===== config.mk =====
export PLATFORM = sky130hd
export DESIGN_NAME = nal_length_prefix_to_start_code_core_flat
export DESIGN_NICKNAME = d
export VERILOG_FILES = /design/src/sv/nlpsc_pkg.sv /design/src/sv/nlpsc_in_if.sv /design/src/sv/nlpsc_out_if.sv /design/src/sv/nlpsc_parser.sv /design/src/sv/nlpsc_out_queue.sv /design/src/sv/nal_length_prefix_to_start_code_core.sv /design/src/flat_wrapper.sv
export VERILOG_INCLUDE_DIRS = /design/src /design/src/sv
export SDC_FILE = /design/constraint.sdc
export NUM_CORES = 1
export LEC_CHECK = 0
export BUFFER_PORTS_ARGS = -buffer_cell sky130_fd_sc_hd__buf_2
export CAP_MARGIN = 20
export CELL_PAD_IN_SITES_DETAIL_PLACEMENT = 1
export CELL_PAD_IN_SITES_GLOBAL_PLACEMENT = 2
export CORE_UTILIZATION = 35
export DETAILED_ROUTE_END_ITERATION = 16
export GPL_TIMING_DRIVEN = 0
export PLACE_DENSITY_LB_ADDON = 0.3
export SLEW_MARGIN = 40
export SYNTH_ARGS = -nofsm -noshare
export SYNTH_HDL_FRONTEND = slang
export SYNTH_HIERARCHICAL = 1
export SYNTH_SLANG_ARGS = --single-unit

===== constraint.sdc =====
create_clock -name clk_i -period 3.1 [get_ports clk_i]
set_input_delay 0.31 -clock clk_i [delete_from_list [all_inputs] [get_ports clk_i]]
set_output_delay 0.31 -clock clk_i [all_outputs]
set_load 0.02 [all_outputs]

===== src/sv/nal_length_prefix_to_start_code_core_defines.svh =====
// ----------------------------------------------------------------------------
// nal_length_prefix_to_start_code_core_defines
// assertion macros shared by the converter core
// ----------------------------------------------------------------------------
`ifndef NAL_LENGTH_PREFIX_TO_START_CODE_CORE_DEFINES_SVH
`define NAL_LENGTH_PREFIX_TO_START_CODE_CORE_DEFINES_SVH

// same-cycle implication, checked on clk_i, off during reset
`define NLPSC_ASSERT_NOW(lbl, ante, cons, msg) \
  lbl: assert property (@(posedge clk_i) disable iff (!rst_ni) (ante) |-> (cons)) \
    else $error(msg);

// next-cycle implication, checked on clk_i, off during reset
`define NLPSC_ASSERT_NEXT(lbl, ante, cons, msg) \
  lbl: assert property (@(posedge clk_i) disable iff (!rst_ni) (ante) |=> (cons)) \
    else $error(msg);

`endif


===== src/sv/nlpsc_pkg.sv =====
// ----------------------------------------------------------------------------
// nlpsc_pkg
// shared types and constants of the length-prefix to start-code converter
// ----------------------------------------------------------------------------
package nlpsc_pkg;

  // field widths
  localparam int unsigned BYTE_W   = 8;
  localparam int unsigned SIZE_W   = 3;
  localparam int unsigned LEN_W    = 24;
  localparam int unsigned APB_AW   = 3;
  localparam int unsigned APB_DW   = 32;

  // prefix size codes, anything else is pass-through
  localparam logic [SIZE_W-1:0] PREFIX_TWO   = 3'd2;
  localparam logic [SIZE_W-1:0] PREFIX_THREE = 3'd3;
  localparam logic [SIZE_W-1:0] PREFIX_FOUR  = 3'd4;
  localparam logic [SIZE_W-1:0] PREFIX_RESET = PREFIX_FOUR;

  // register index of prefix_size
  localparam logic REG_PREFIX_SIZE = 1'b0;

  // saturated length for oversized prefixes
  localparam logic [LEN_W-1:0] LEN_SAT = '1;

  // start code bytes
  localparam logic [BYTE_W-1:0] SC_ZERO = 8'h00;
  localparam logic [BYTE_W-1:0] SC_ONE  = 8'h01;

  // one or two output bytes caused by one input byte
  typedef struct packed {
    logic              two;
    logic [BYTE_W-1:0] first_byte;
    logic              first_last;
    logic [BYTE_W-1:0] second_byte;
    logic              second_last;
  } nlpsc_pair_t;

  function automatic logic is_prefix_mode(input logic [SIZE_W-1:0] sz);
    is_prefix_mode = (sz == PREFIX_TWO) || (sz == PREFIX_THREE) || (sz == PREFIX_FOUR);
  endfunction

endpackage


===== src/sv/nlpsc_in_if.sv =====
// ----------------------------------------------------------------------------
// nlpsc_in_if
// input beat channel: one packet byte with its end mark
// ----------------------------------------------------------------------------
interface nlpsc_in_if;
  import nlpsc_pkg::*;

  logic              valid;
  logic              ready;
  logic [BYTE_W-1:0] data_byte;
  logic              packet_end;

  modport source (output valid, output data_byte, output packet_end, input ready);
  modport sink (input valid, input data_byte, input packet_end, output ready);
endinterface


===== src/sv/nlpsc_out_if.sv =====
// ----------------------------------------------------------------------------
// nlpsc_out_if
// output beat channel: one start-code-delimited byte with its last mark
// ----------------------------------------------------------------------------
interface nlpsc_out_if;
  import nlpsc_pkg::*;

  logic              valid;
  logic              ready;
  logic [BYTE_W-1:0] out_byte;
  logic              out_last;

  modport source (output valid, output out_byte, output out_last, input ready);
  modport sink (input valid, input out_byte, input out_last, output ready);
endinterface


===== src/sv/nlpsc_parser.sv =====
// ----------------------------------------------------------------------------
// nlpsc_parser
// input register, prefix/payload tracking and start-code generation
// ----------------------------------------------------------------------------
module nlpsc_parser (
  input  logic                          clk_i,
  input  logic                          rst_ni,
  input  logic [nlpsc_pkg::SIZE_W-1:0]  prefix_size_i,
  nlpsc_in_if.sink                      in_i,
  output logic                          push_o,
  output nlpsc_pkg::nlpsc_pair_t        pair_o,
  input  logic                          push_ready_i
);
  import nlpsc_pkg::*;

  logic              vld_q, vld_d;
  logic [BYTE_W-1:0] byte_q;
  logic              end_q;
  logic [SIZE_W-1:0] pos_q, pos_d;
  logic [LEN_W-1:0]  gather_q, gather_d;
  logic [LEN_W-1:0]  left_q, left_d;
  logic              in_fire;
  logic              final_byte;
  logic [LEN_W-1:0]  gather_next;

  // input register takes a beat when empty or draining
  assign in_i.ready = !vld_q || push_ready_i;
  assign in_fire    = in_i.valid && in_i.ready;
  assign push_o     = vld_q && push_ready_i;

  always_comb begin
    vld_d = vld_q;
    if (in_fire) begin
      vld_d = 1'b1;
    end else if (push_o) begin
      vld_d = 1'b0;
    end
  end

  always_ff @(posedge clk_i or negedge rst_ni) begin
    if (!rst_ni) begin
      vld_q <= 1'b0;
    end else begin
      vld_q <= vld_d;
    end
  end

  always_ff @(posedge clk_i) begin
    if (in_fire) begin
      byte_q <= in_i.data_byte;
      end_q  <= in_i.packet_end;
    end
  end

  // prefix byte decode
  assign final_byte  = pos_q >= (prefix_size_i - 3'd1);
  assign gather_next = (gather_q[LEN_W-1:LEN_W-BYTE_W] != '0) ? LEN_SAT
                     : {gather_q[LEN_W-BYTE_W-1:0], byte_q};

  // result bytes for the registered beat
  always_comb begin
    pair_o.two         = 1'b0;
    pair_o.first_byte  = byte_q;
    pair_o.first_last  = end_q;
    pair_o.second_byte = byte_q;
    pair_o.second_last = end_q;
    if (is_prefix_mode(prefix_size_i) && (left_q == '0)) begin
      if (prefix_size_i == PREFIX_TWO) begin
        pair_o.two         = 1'b1;
        pair_o.first_byte  = SC_ZERO;
        pair_o.first_last  = 1'b0;
        pair_o.second_byte = final_byte ? SC_ONE : SC_ZERO;
      end else begin
        pair_o.first_byte  = final_byte ? SC_ONE : SC_ZERO;
      end
    end
  end

  // parser state update
  always_comb begin
    pos_d    = pos_q;
    gather_d = gather_q;
    left_d   = left_q;
    if (is_prefix_mode(prefix_size_i)) begin
      if (left_q != '0) begin
        left_d = left_q - 24'd1;
      end else if (final_byte) begin
        left_d   = gather_next;
        gather_d = '0;
        pos_d    = '0;
      end else begin
        gather_d = gather_next;
        pos_d    = pos_q + 3'd1;
      end
    end
    if (end_q) begin
      pos_d    = '0;
      gather_d = '0;
      left_d   = '0;
    end
  end

  always_ff @(posedge clk_i or negedge rst_ni) begin
    if (!rst_ni) begin
      pos_q    <= '0;
      gather_q <= '0;
      left_q   <= '0;
    end else if (push_o) begin
      pos_q    <= pos_d;
      gather_q <= gather_d;
      left_q   <= left_d;
    end
  end

endmodule


===== src/sv/nlpsc_out_queue.sv =====
// ----------------------------------------------------------------------------
// nlpsc_out_queue
// two-entry result queue that sends each entry out one byte per beat
// ----------------------------------------------------------------------------
module nlpsc_out_queue (
  input  logic                    clk_i,
  input  logic                    rst_ni,
  input  logic                    push_i,
  input  nlpsc_pkg::nlpsc_pair_t  pair_i,
  output logic                    push_ready_o,
  nlpsc_out_if.source             out_o
);
  import nlpsc_pkg::*;

  nlpsc_pair_t entry_q [2];
  logic        wr_ptr_q, rd_ptr_q;
  logic [1:0]  cnt_q, cnt_d;
  logic        sub_q, sub_d;
  nlpsc_pair_t head;
  logic        out_fire;
  logic        pop;

  assign push_ready_o = (cnt_q != 2'd2);
  assign head         = entry_q[rd_ptr_q];

  // output beat from the head entry
  assign out_o.valid    = (cnt_q != 2'd0);
  assign out_o.out_byte = sub_q ? head.second_byte : head.first_byte;
  assign out_o.out_last = sub_q ? head.second_last : head.first_last;
  assign out_fire       = out_o.valid && out_o.ready;
  assign pop            = out_fire && (!head.two || sub_q);

  always_comb begin
    cnt_d = cnt_q;
    case ({push_i, pop})
      2'b10:   cnt_d = cnt_q + 2'd1;
      2'b01:   cnt_d = cnt_q - 2'd1;
      default: cnt_d = cnt_q;
    endcase
    sub_d = sub_q;
    if (pop) begin
      sub_d = 1'b0;
    end else if (out_fire) begin
      sub_d = 1'b1;
    end
  end

  always_ff @(posedge clk_i or negedge rst_ni) begin
    if (!rst_ni) begin
      cnt_q    <= '0;
      sub_q    <= 1'b0;
      wr_ptr_q <= 1'b0;
      rd_ptr_q <= 1'b0;
    end else begin
      cnt_q <= cnt_d;
      sub_q <= sub_d;
      if (push_i) begin
        wr_ptr_q <= !wr_ptr_q;
      end
      if (pop) begin
        rd_ptr_q <= !rd_ptr_q;
      end
    end
  end

  // entry storage
  always_ff @(posedge clk_i) begin
    if (push_i) begin
      entry_q[wr_ptr_q] <= pair_i;
    end
  end

endmodule


===== src/sv/nal_length_prefix_to_start_code_core.sv =====
// Path: an accepted byte is held in the parser's input register, and its result
//   is then written to the two-entry queue, whose head drives the output beat.
// Throughput: one input byte per cycle without back-pressure; in two-byte mode
//   a prefix byte takes two beats of the single output port draining the queue.
// Reset: asynchronous, active low; clears parser state and queue, prefix_size = 4.
// ----------------------------------------------------------------------------
// nal_length_prefix_to_start_code_core
// replaces big-endian NAL length prefixes by Annex B start codes
// ----------------------------------------------------------------------------
`include "nal_length_prefix_to_start_code_core_defines.svh"

module nal_length_prefix_to_start_code_core (
  input  logic                          clk_i,
  input  logic                          rst_ni,
  nlpsc_in_if.sink                      in_i,
  nlpsc_out_if.source                   out_o,
  input  logic                          psel,
  input  logic                          penable,
  input  logic                          pwrite,
  input  logic [nlpsc_pkg::APB_AW-1:0]  paddr,
  input  logic [nlpsc_pkg::APB_DW-1:0]  pwdata,
  output logic [nlpsc_pkg::APB_DW-1:0]  prdata,
  output logic                          pready
);
  import nlpsc_pkg::*;

  logic [SIZE_W-1:0] prefix_size_q;
  logic              cfg_wr;
  logic              push;
  logic              push_ready;
  nlpsc_pair_t       pair;

  // configuration register
  assign pready = 1'b1;
  assign cfg_wr = psel && penable && pwrite && (paddr[2] == REG_PREFIX_SIZE);

  always_ff @(posedge clk_i or negedge rst_ni) begin
    if (!rst_ni) begin
      prefix_size_q <= PREFIX_RESET;
    end else if (cfg_wr) begin
      prefix_size_q <= pwdata[SIZE_W-1:0];
    end
  end

  assign prdata = (paddr[2] == REG_PREFIX_SIZE)
                ? {{(APB_DW-SIZE_W){1'b0}}, prefix_size_q} : '0;

  // parser stage
  nlpsc_parser u_parser (
    .clk_i        (clk_i),
    .rst_ni       (rst_ni),
    .prefix_size_i(prefix_size_q),
    .in_i         (in_i),
    .push_o       (push),
    .pair_o       (pair),
    .push_ready_i (push_ready)
  );

  // result queue
  nlpsc_out_queue u_out_queue (
    .clk_i       (clk_i),
    .rst_ni      (rst_ni),
    .push_i      (push),
    .pair_i      (pair),
    .push_ready_o(push_ready),
    .out_o       (out_o)
  );

  // checks
  `NLPSC_ASSERT_NOW(a_pass_single, push && !is_prefix_mode(prefix_size_q),
                    !pair.two, "pass-through gave two bytes")
  `NLPSC_ASSERT_NOW(a_two_lead_zero, push && pair.two,
                    (pair.first_byte == SC_ZERO) && !pair.first_last,
                    "bad leading start-code byte")
  `NLPSC_ASSERT_NEXT(a_push_visible, push, out_o.valid,
                     "pushed result not visible at output")

endmodule


===== src/flat_wrapper.sv =====
// flat-port wrapper written by rule: the top's interface ports become plain ports
module nal_length_prefix_to_start_code_core_flat import nlpsc_pkg::*;
  (clk_i, rst_ni, psel, penable, pwrite, paddr, pwdata, prdata, pready, in_i_valid, in_i_data_byte, in_i_packet_end, in_i_ready, out_o_valid, out_o_out_byte, out_o_out_last, out_o_ready);
  nlpsc_in_if in_i_i ();
  nlpsc_out_if out_o_i ();
  input  logic clk_i;
  input  logic rst_ni;
  input  logic psel;
  input  logic penable;
  input  logic pwrite;
  input  logic [nlpsc_pkg::APB_AW-1:0] paddr;
  input  logic [nlpsc_pkg::APB_DW-1:0] pwdata;
  output logic [nlpsc_pkg::APB_DW-1:0] prdata;
  output logic pready;
  input wire logic [$bits(in_i_i.valid)-1:0] in_i_valid;
  input wire logic [$bits(in_i_i.data_byte)-1:0] in_i_data_byte;
  input wire logic [$bits(in_i_i.packet_end)-1:0] in_i_packet_end;
  output wire logic [$bits(in_i_i.ready)-1:0] in_i_ready;
  output wire logic [$bits(out_o_i.valid)-1:0] out_o_valid;
  output wire logic [$bits(out_o_i.out_byte)-1:0] out_o_out_byte;
  output wire logic [$bits(out_o_i.out_last)-1:0] out_o_out_last;
  input wire logic [$bits(out_o_i.ready)-1:0] out_o_ready;
  assign in_i_i.valid = in_i_valid;
  assign in_i_i.data_byte = in_i_data_byte;
  assign in_i_i.packet_end = in_i_packet_end;
  assign in_i_ready = in_i_i.ready;
  assign out_o_valid = out_o_i.valid;
  assign out_o_out_byte = out_o_i.out_byte;
  assign out_o_out_last = out_o_i.out_last;
  assign out_o_i.ready = out_o_ready;
  nal_length_prefix_to_start_code_core u_core (.clk_i(clk_i), .rst_ni(rst_ni), .in_i(in_i_i), .out_o(out_o_i), .psel(psel), .penable(penable), .pwrite(pwrite), .paddr(paddr), .pwdata(pwdata), .prdata(prdata), .pready(pready));
endmodule

==> impl_metrics.tcl, run 1 <==
set metrics [dict create \
    status "finished, final reports clean" \
    seqPwrFrac 0.394 \
    ctsLongestPathBuffers 2 \
    fin_area_um2 6350 \
    rsz0062_at_grt "no" \
    grt.busiest_layer "met2" \
    yosysMostFrequentCell "o21ai_0" \
    ys_top_cells_by_area "dfrtp_1 (27%), edfxtp_1 (26%), o21ai_0 (6.2%)" \
    p_int_mw 3.57 \
    num-fill-cells 1737 \
    dp_hpwl_um 10700 \
    tightestPinTransition_ps 752 \
    min-delay-path-class "input port to flop" \
    end_kind "flop" \
    clock-sinks 107 \
    gp_congestion 0.804 \
    cts_made_buffers 9 \
    ys_ff_latch 107 \
    switching_share 0.427 \
    setup_slack_ps 228 \
    grt_pass1_wl_um 23900 \
    cts_root_buf "clkbuf_16" \
    path_class "flop to flop" \
    yosysSeqAreaShare 0.534 \
    cp.arrival_ps 3110 \
    overflow 0 \
    grt_pass1_vias 4305 \
    synth_edf_count 47 \
    netlist_instances 505 \
    gr-usage-met2 0.321 \
    post-route-period-util 0.927 \
    fin_nets 644 \
    groute.layer.met3.usage 0.0232 \
    fmax_ghz 0.348 \
    synth_area_um2 5460 \
    ant_nets 0 \
    synth.distinct_cells 62 \
    cts_tree "done" \
    clkPwrFrac 0.182 \
    dr.pass1.iters 4 \
    crit_family "simple AND/OR/NAND/NOR gates" \
    antenna_found_initial 0 \
    wl_per_cell_um 19.3 \
    drt-initial-drc-count 195 \
    n_antenna_cell 0 \
    start_kind "flop" \
    fin_crit_ps 2870 \
    die_w_um 127 \
    avgViaCountPerCell 5.29 \
    cts.htree.levels 3 \
    ios 95 \
    worst_clock_skew_ps 10.6 \
    final_core_util 0.418 \
    cap_violations 0 \
    path_cells "inv_1 > ha_1 > nor4b_4 > nand3_1 > or4_4 > buf_2 > nor2_1 > o21ai_0" \
    drive_above_1_share 0.226 \
    pre_cts_ws_ps -306 \
    hold_violations 0 \
    syn2layout_area_growth_pct 16.3 \
    ir_drop_mv 0.329 \
    powerDensity_nw_per_um2 981 \
    power_mw 6.23 \
    num_vias 4108 \
    critPathBufInv 2 \
    synth_top_area_frac 0.270 \
    yosysWarnings 6 \
    portBuffers 33 \
    synth_common_cells "o21ai_0 (68), dfrtp_1 (59), edfxtp_1 (47)" \
    cp_data_required_time_ps 3340 \
    initial_core_util 0.359 \
    drc 0 \
    grt_max_degree 37 \
    p_comb_frac 0.424 \
    finalSetupViolCount 0 \
    report.final.slew_viol_count 0 \
    synth-main-ff-cell "dfrtp_1" \
    yosys.area.top_type "dfrtp_1" \
    clock_latency_ps 360 \
    cp_max_fo 10 \
    clk_transition_reported_paths_ps 80 \
    p_sw_mw 2.66 \
    finalWirelength_um 15000 \
    p_leak_nw 2.70 \
    postSynthAreaPerCell_um2 10.8 \
    synth_async_sr_flop_share 0.561 \
    core_area_um2 15200 \
    critPathSlowestCell "or4_4" \
    use_met1 0.265 \
    slew_headroom 0.494 \
    placed_cell_area_um2 6000 \
    track_usage 0.197 \
    whs_ps 117 \
    dieArea_um2 16100 \
    cpPeakStageDelay_ps 650 \
    die_y_um 127 \
    rows 45 \
]
==> metal layers <==
layer  part of all wire  vias to the layer above
met3              0.044                       18
li1                   -                     1925
met4              0.019                        0
met1               0.46                     2064
met5                  0                        -
met2               0.48                      101
==> path summary, 6_finish.rpt <==
| kind | start | endpoint | slack (ps) | cells after the start |
|---|---|---|---|---|
| max | u_core/u_parser/left_q[0]$_DFFE_PN0P_ | u_core/u_parser/left_q[8]$_DFFE_PN0P_ | 230 | 8 |
| min in group asynchronous | rst_ni | u_core/u_parser/left_q[12]$_DFFE_PN0P_ | 420 | 2 |
| min reg2reg | u_core/u_parser/gather_q[21]$_DFFE_PN0P_ | u_core/u_parser/gather_q[21]$_DFFE_PN0P_ | 490 | 2 |
| max reg2reg | u_core/u_parser/left_q[0]$_DFFE_PN0P_ | u_core/u_parser/left_q[8]$_DFFE_PN0P_ | 230 | 8 |
| max in group asynchronous | rst_ni | u_core/prefix_size_q[2]$_DFFE_PN1P_ | 2090 | 3 |
| min | in_i_data_byte[2] | u_core/u_parser/byte_q[2]$_DFFE_PP_ | 120 | 1 |
==> metrics by stage <==
| stage | TNS (ps) | std cells |
|---|---|---|
| after floorplan | 0 | 533 |
| after global placement | -6280 | 754 |
| after detailed placement | -6460 | 755 |
| after CTS | 0 | 772 |
| after global routing | 0 | 776 |
| final | 0 | 776 |
==> layout by cell type, fill, tap and decap left out, types with 3 or more instances in the layout <==
| cell | n |
|---|---|
| o21ai_0 | 68 |
| dfrtp_1 | 59 |
| edfxtp_1 | 47 |
| nand2_1 | 43 |
| buf_2 | 38 |
| buf_4 | 37 |
| nor2_1 | 34 |
| conb_1 | 30 |
| a21oi_1 | 22 |
| nor2b_1 | 20 |
| nor3_1 | 17 |
| clkbuf_1 | 13 |
| ha_1 | 10 |
| clkbuf_16 | 9 |
| o21ai_1 | 8 |
| nand2b_1 | 8 |
| inv_1 | 8 |
| mux4_2 | 7 |
| nand3_1 | 7 |
| o31ai_1 | 5 |
| nor4_1 | 5 |
| a31oi_1 | 5 |
| a21o_1 | 4 |
| o22ai_1 | 4 |
| and3_1 | 4 |
| and2b_2 | 3 |
| mux2_4 | 3 |
| or2_2 | 3 |
| nor2_4 | 3 |
| xnor2_1 | 3 |
| and2_1 | 3 |
| nor2_2 | 3 |
| o41ai_2 | 3 |
| or4_4 | 3 |
| a211oi_1 | 3 |
==> state kept, by name (all words and copies together), names as in the netlist, 2 cells and up <==
| register | cells |
|---|---|
| u_core/u_parser/left_q | 24 |
| u_core/u_parser/pos_q | 3 |
| u_core/prefix_size_q | 3 |
| u_core/u_parser/gather_q | 24 |
| u_core/u_out_queue/cnt_q | 2 |
| u_core/u_parser/byte_q | 8 |
| u_core/u_out_queue/entry_q | 38 |
==> power groups by stage <==
stage	combinational [mW]	clock, mW	sequential, mW
global placement	2.50	0	2.45
detailed placement	2.59	0	2.47
floorplan	1.88	0	2.30
finish	2.64	1.14	2.46
CTS	2.63	1.16	2.46
global route	2.92	1.22	2.51
==> cells by family after synthesis <==
family	after synthesis	share of synthesized area
AOI/OAI and AO/OA	138	0.151
xor gates and xnor gates	5	0.00802
adders and majority gates	10	0.0229
buffers and inverters	60	0.0660
DFF	107	0.534
muxes	14	0.0506
other	2	0.00138
and+or+nand+nor	169	0.167
==> area by class of cell <==
class	count	area, um^2	share of cell area
flip-flops and latches	107	2910	0.459
clock inverters	6	60.1	0.00946
multi-input cells	366	2320	0.366
well taps	188	235	0.0370
clock buffers	10	229	0.0361
repair buffers	39	228	0.0359
inverters	8	30.0	0.00473
plain buffers	52	332	0.0522
==> what timing repair did <==
item	CTS	global route
resized for setup	4	3
pin swaps	1	2
buffers inserted	0	4
setup endpoints to repair	63	37
hold buffers	1	0
endpoints found under the hold margin	24	0
Note: power is estimated with default switching activity, not from simulation.
==> inputs of run 2 (changes only) <==
==> constraint.sdc (replaced) <==
create_clock -name clk_i -period 3.2 [get_ports clk_i]
set_input_delay 0.32 -clock clk_i [delete_from_list [all_inputs] [get_ports clk_i]]
set_output_delay 0.32 -clock clk_i [all_outputs]
set_load 0.02 [all_outputs]
==> run 2 against run 1 <==
Hold slack gained 9.4 ps; utilization is 0.099 points lower; fmax down 2.9%; critical path depth stayed put; via count up 0.24%; wire length about the same; critical endpoint is now u_core/u_out_queue/entry_q[0][1]$_DFFE_PP_; combinational power is 4% lower.
==> impl_metrics.tcl, run 2 (synthesis gave the netlist of run 1 again) <==
set metrics [dict create \
    portBuffers 33 \
    overflow 0 \
    die_y_um 127 \
    start_kind "flop" \
    avgViaCountPerCell 5.32 \
    fin_crit_ps 2960 \
    r2r_cells 8 \
    hold_end "u_core/u_parser/byte_q[2]$_DFFE_PP_" \
    p_sw_mw 2.56 \
    largest_register "u_core/u_out_queue/entry_q" \
    rsz0062_at_grt "no" \
    p_comb_frac 0.422 \
    cts.htree.levels 3 \
    die_w_um 127 \
    dp_cells 755 \
    finalSetupViolCount 0 \
    power_mw 6.01 \
    cp.arrival_ps 3050 \
    largest_reg_flops 38 \
    min_from "in_i_data_byte[2]" \
    fmax_ghz 0.338 \
    ios 95 \
    dieArea_um2 16100 \
    initial_core_util 0.359 \
    ant_nets 0 \
    r2r-start "u_core/u_parser/left_q[0]$_DFFE_PN0P_" \
    final_core_util 0.417 \
    startpoint "u_core/u_parser/left_q[0]$_DFFE_PN0P_" \
    seqPwrFrac 0.396 \
    ff2ff_setup_slack_ps 240 \
    report.final.slew_viol_count 0 \
    n_antenna_cell 0 \
    reg.largest.list "u_core/u_out_queue/entry_q (38), u_core/u_parser/gather_q (24), u_core/u_parser/left_q (24)" \
    track_usage 0.197 \
    powerDensity_nw_per_um2 949 \
    p_leak_nw 2.69 \
    grt_pass1_wl_um 23900 \
    grt_pass1_vias 4306 \
    end_kind "flop" \
    num_vias 4118 \
    ctsLongestPathBuffers 2 \
    cp_max_fo 10 \
    r2r_end "u_core/u_out_queue/entry_q[0][1]$_DFFE_PP_" \
    clock_latency_ps 360 \
    cap_violations 0 \
    grt_max_degree 37 \
    post-route-period-util 0.924 \
    hold_violations 0 \
    ir_drop_mv 0.321 \
    cp_data_required_time_ps 3290 \
    clkPwrFrac 0.183 \
    dr.pass1.iters 4 \
    mostFrequentLayoutCell "o21ai_0" \
    syn2layout_area_growth_pct 16.0 \
    cts_made_buffers 9 \
    drc 0 \
    path_class "flop to flop" \
    drive_above_1_share 0.224 \
    tightestPinTransition_ps 752 \
    dp_hpwl_um 10700 \
    core_area_um2 15200 \
    final_cell_mix "o21ai_0 (68), dfrtp_1 (59), edfxtp_1 (47)" \
    pre_cts_ws_ps -206 \
    worst_clock_skew_ps 10.1 \
    final-instance-count-excl-fill 774 \
    min-delay-path-class "input port to flop" \
    finalWirelength_um 15000 \
    setup_slack_ps 242 \
    holdPathStages 1 \
    fin_nets 642 \
    status "finished, final reports clean" \
    p_int_mw 3.45 \
    rows 45 \
    antenna_found_initial 0 \
    slew_headroom 0.494 \
    clk_transition_reported_paths_ps 80 \
    switching_share 0.426 \
    wl_per_cell_um 19.4 \
    gp_congestion 0.804 \
    cts_root_buf "clkbuf_16" \
    cts_tree "done" \
    drt-initial-drc-count 212 \
    clock-sinks 107 \
]
[run 2: changes by cell type in the layout (fill, tap and decap cells not counted)]
cell / change
buf_4: -2
[run 2: worst max-delay path by stage]
stage                                            endpoint  slack [ps]
3_5_place_dp       u_core/u_parser/left_q[21]$_DFFE_PN0P_        -210
4_1_cts        u_core/u_out_queue/entry_q[0][1]$_DFFE_PP_          80
3_3_place_gp       u_core/u_parser/left_q[17]$_DFFE_PN0P_        -210
2_1_floorplan  u_core/u_out_queue/entry_q[0][1]$_DFFE_PP_         770
6_report       u_core/u_out_queue/entry_q[0][1]$_DFFE_PP_         240
5_1_grt        u_core/u_out_queue/entry_q[1][1]$_DFFE_PP_          30
[run 2: worst max-delay path, stage by stage (launching register included)]
cell	delay [ps]
dfrtp_1	420
inv_1	90
ha_1	250
nor4b_4	420
nand4_1	400
or2_2	440
buf_2	220
nor2_4	290
o21ai_0	150
[run 2: cell type report]
| class | count | area, um^2 |
|---|---|---|
| clock buffer | 10 | 229 |
| sequential | 107 | 2910 |
| multi-input combinational | 366 | 2320 |
| clock inverter | 6 | 60.1 |
| inverter | 8 | 30.0 |
| buffer | 52 | 332 |
| fill | 1736 | 8870 |
| timing repair buffer | 37 | 213 |
| tap | 188 | 235 |
[run 2: metrics by stage]
| step | instance area (um^2) | hold WS (ps) | TNS, ps |
|---|---|---|---|
| final | 6340 | 127 | 0 |
| after global routing | 6340 | 117 | 0 |
| after CTS | 6310 | 119 | 0 |
| after detailed placement | 6000 | 271 | -1370 |
| after global placement | 5970 | 470 | -1430 |
| after floorplan | 5570 | 24.4 | 0 |
[run 2: metal layers]
layer / routed length (um) / vias to the layer above / track usage
met5: 0 / - / 0
met4: 235 / 0 / 0.0854
met3: 617 / 19 / 0.0232
met2: 7260 / 99 / 0.322
met1: 6890 / 2078 / 0.264
li1: - / 1922 / -
[run 2: timing repair]
| action | CTS | global route |
|---|---|---|
| setup endpoints to repair | 43 | 49 |
| pin swaps | 0 | 2 |
| gates resized for setup | 3 | 4 |
| hold buffers | 1 | 0 |
| setup buffers | 0 | 2 |
| hold endpoints to repair | 24 | 0 |
[run 2: power groups by stage]
| stage | Clock (mW) | Combinational, mW | Sequential [mW] |
|---|---|---|---|
| floorplan | 0 | 1.82 | 2.23 |
| global placement | 0 | 2.42 | 2.37 |
| detailed placement | 0 | 2.51 | 2.40 |
| CTS | 1.12 | 2.54 | 2.38 |
| global route | 1.18 | 2.81 | 2.43 |
| finish | 1.10 | 2.53 | 2.38 |
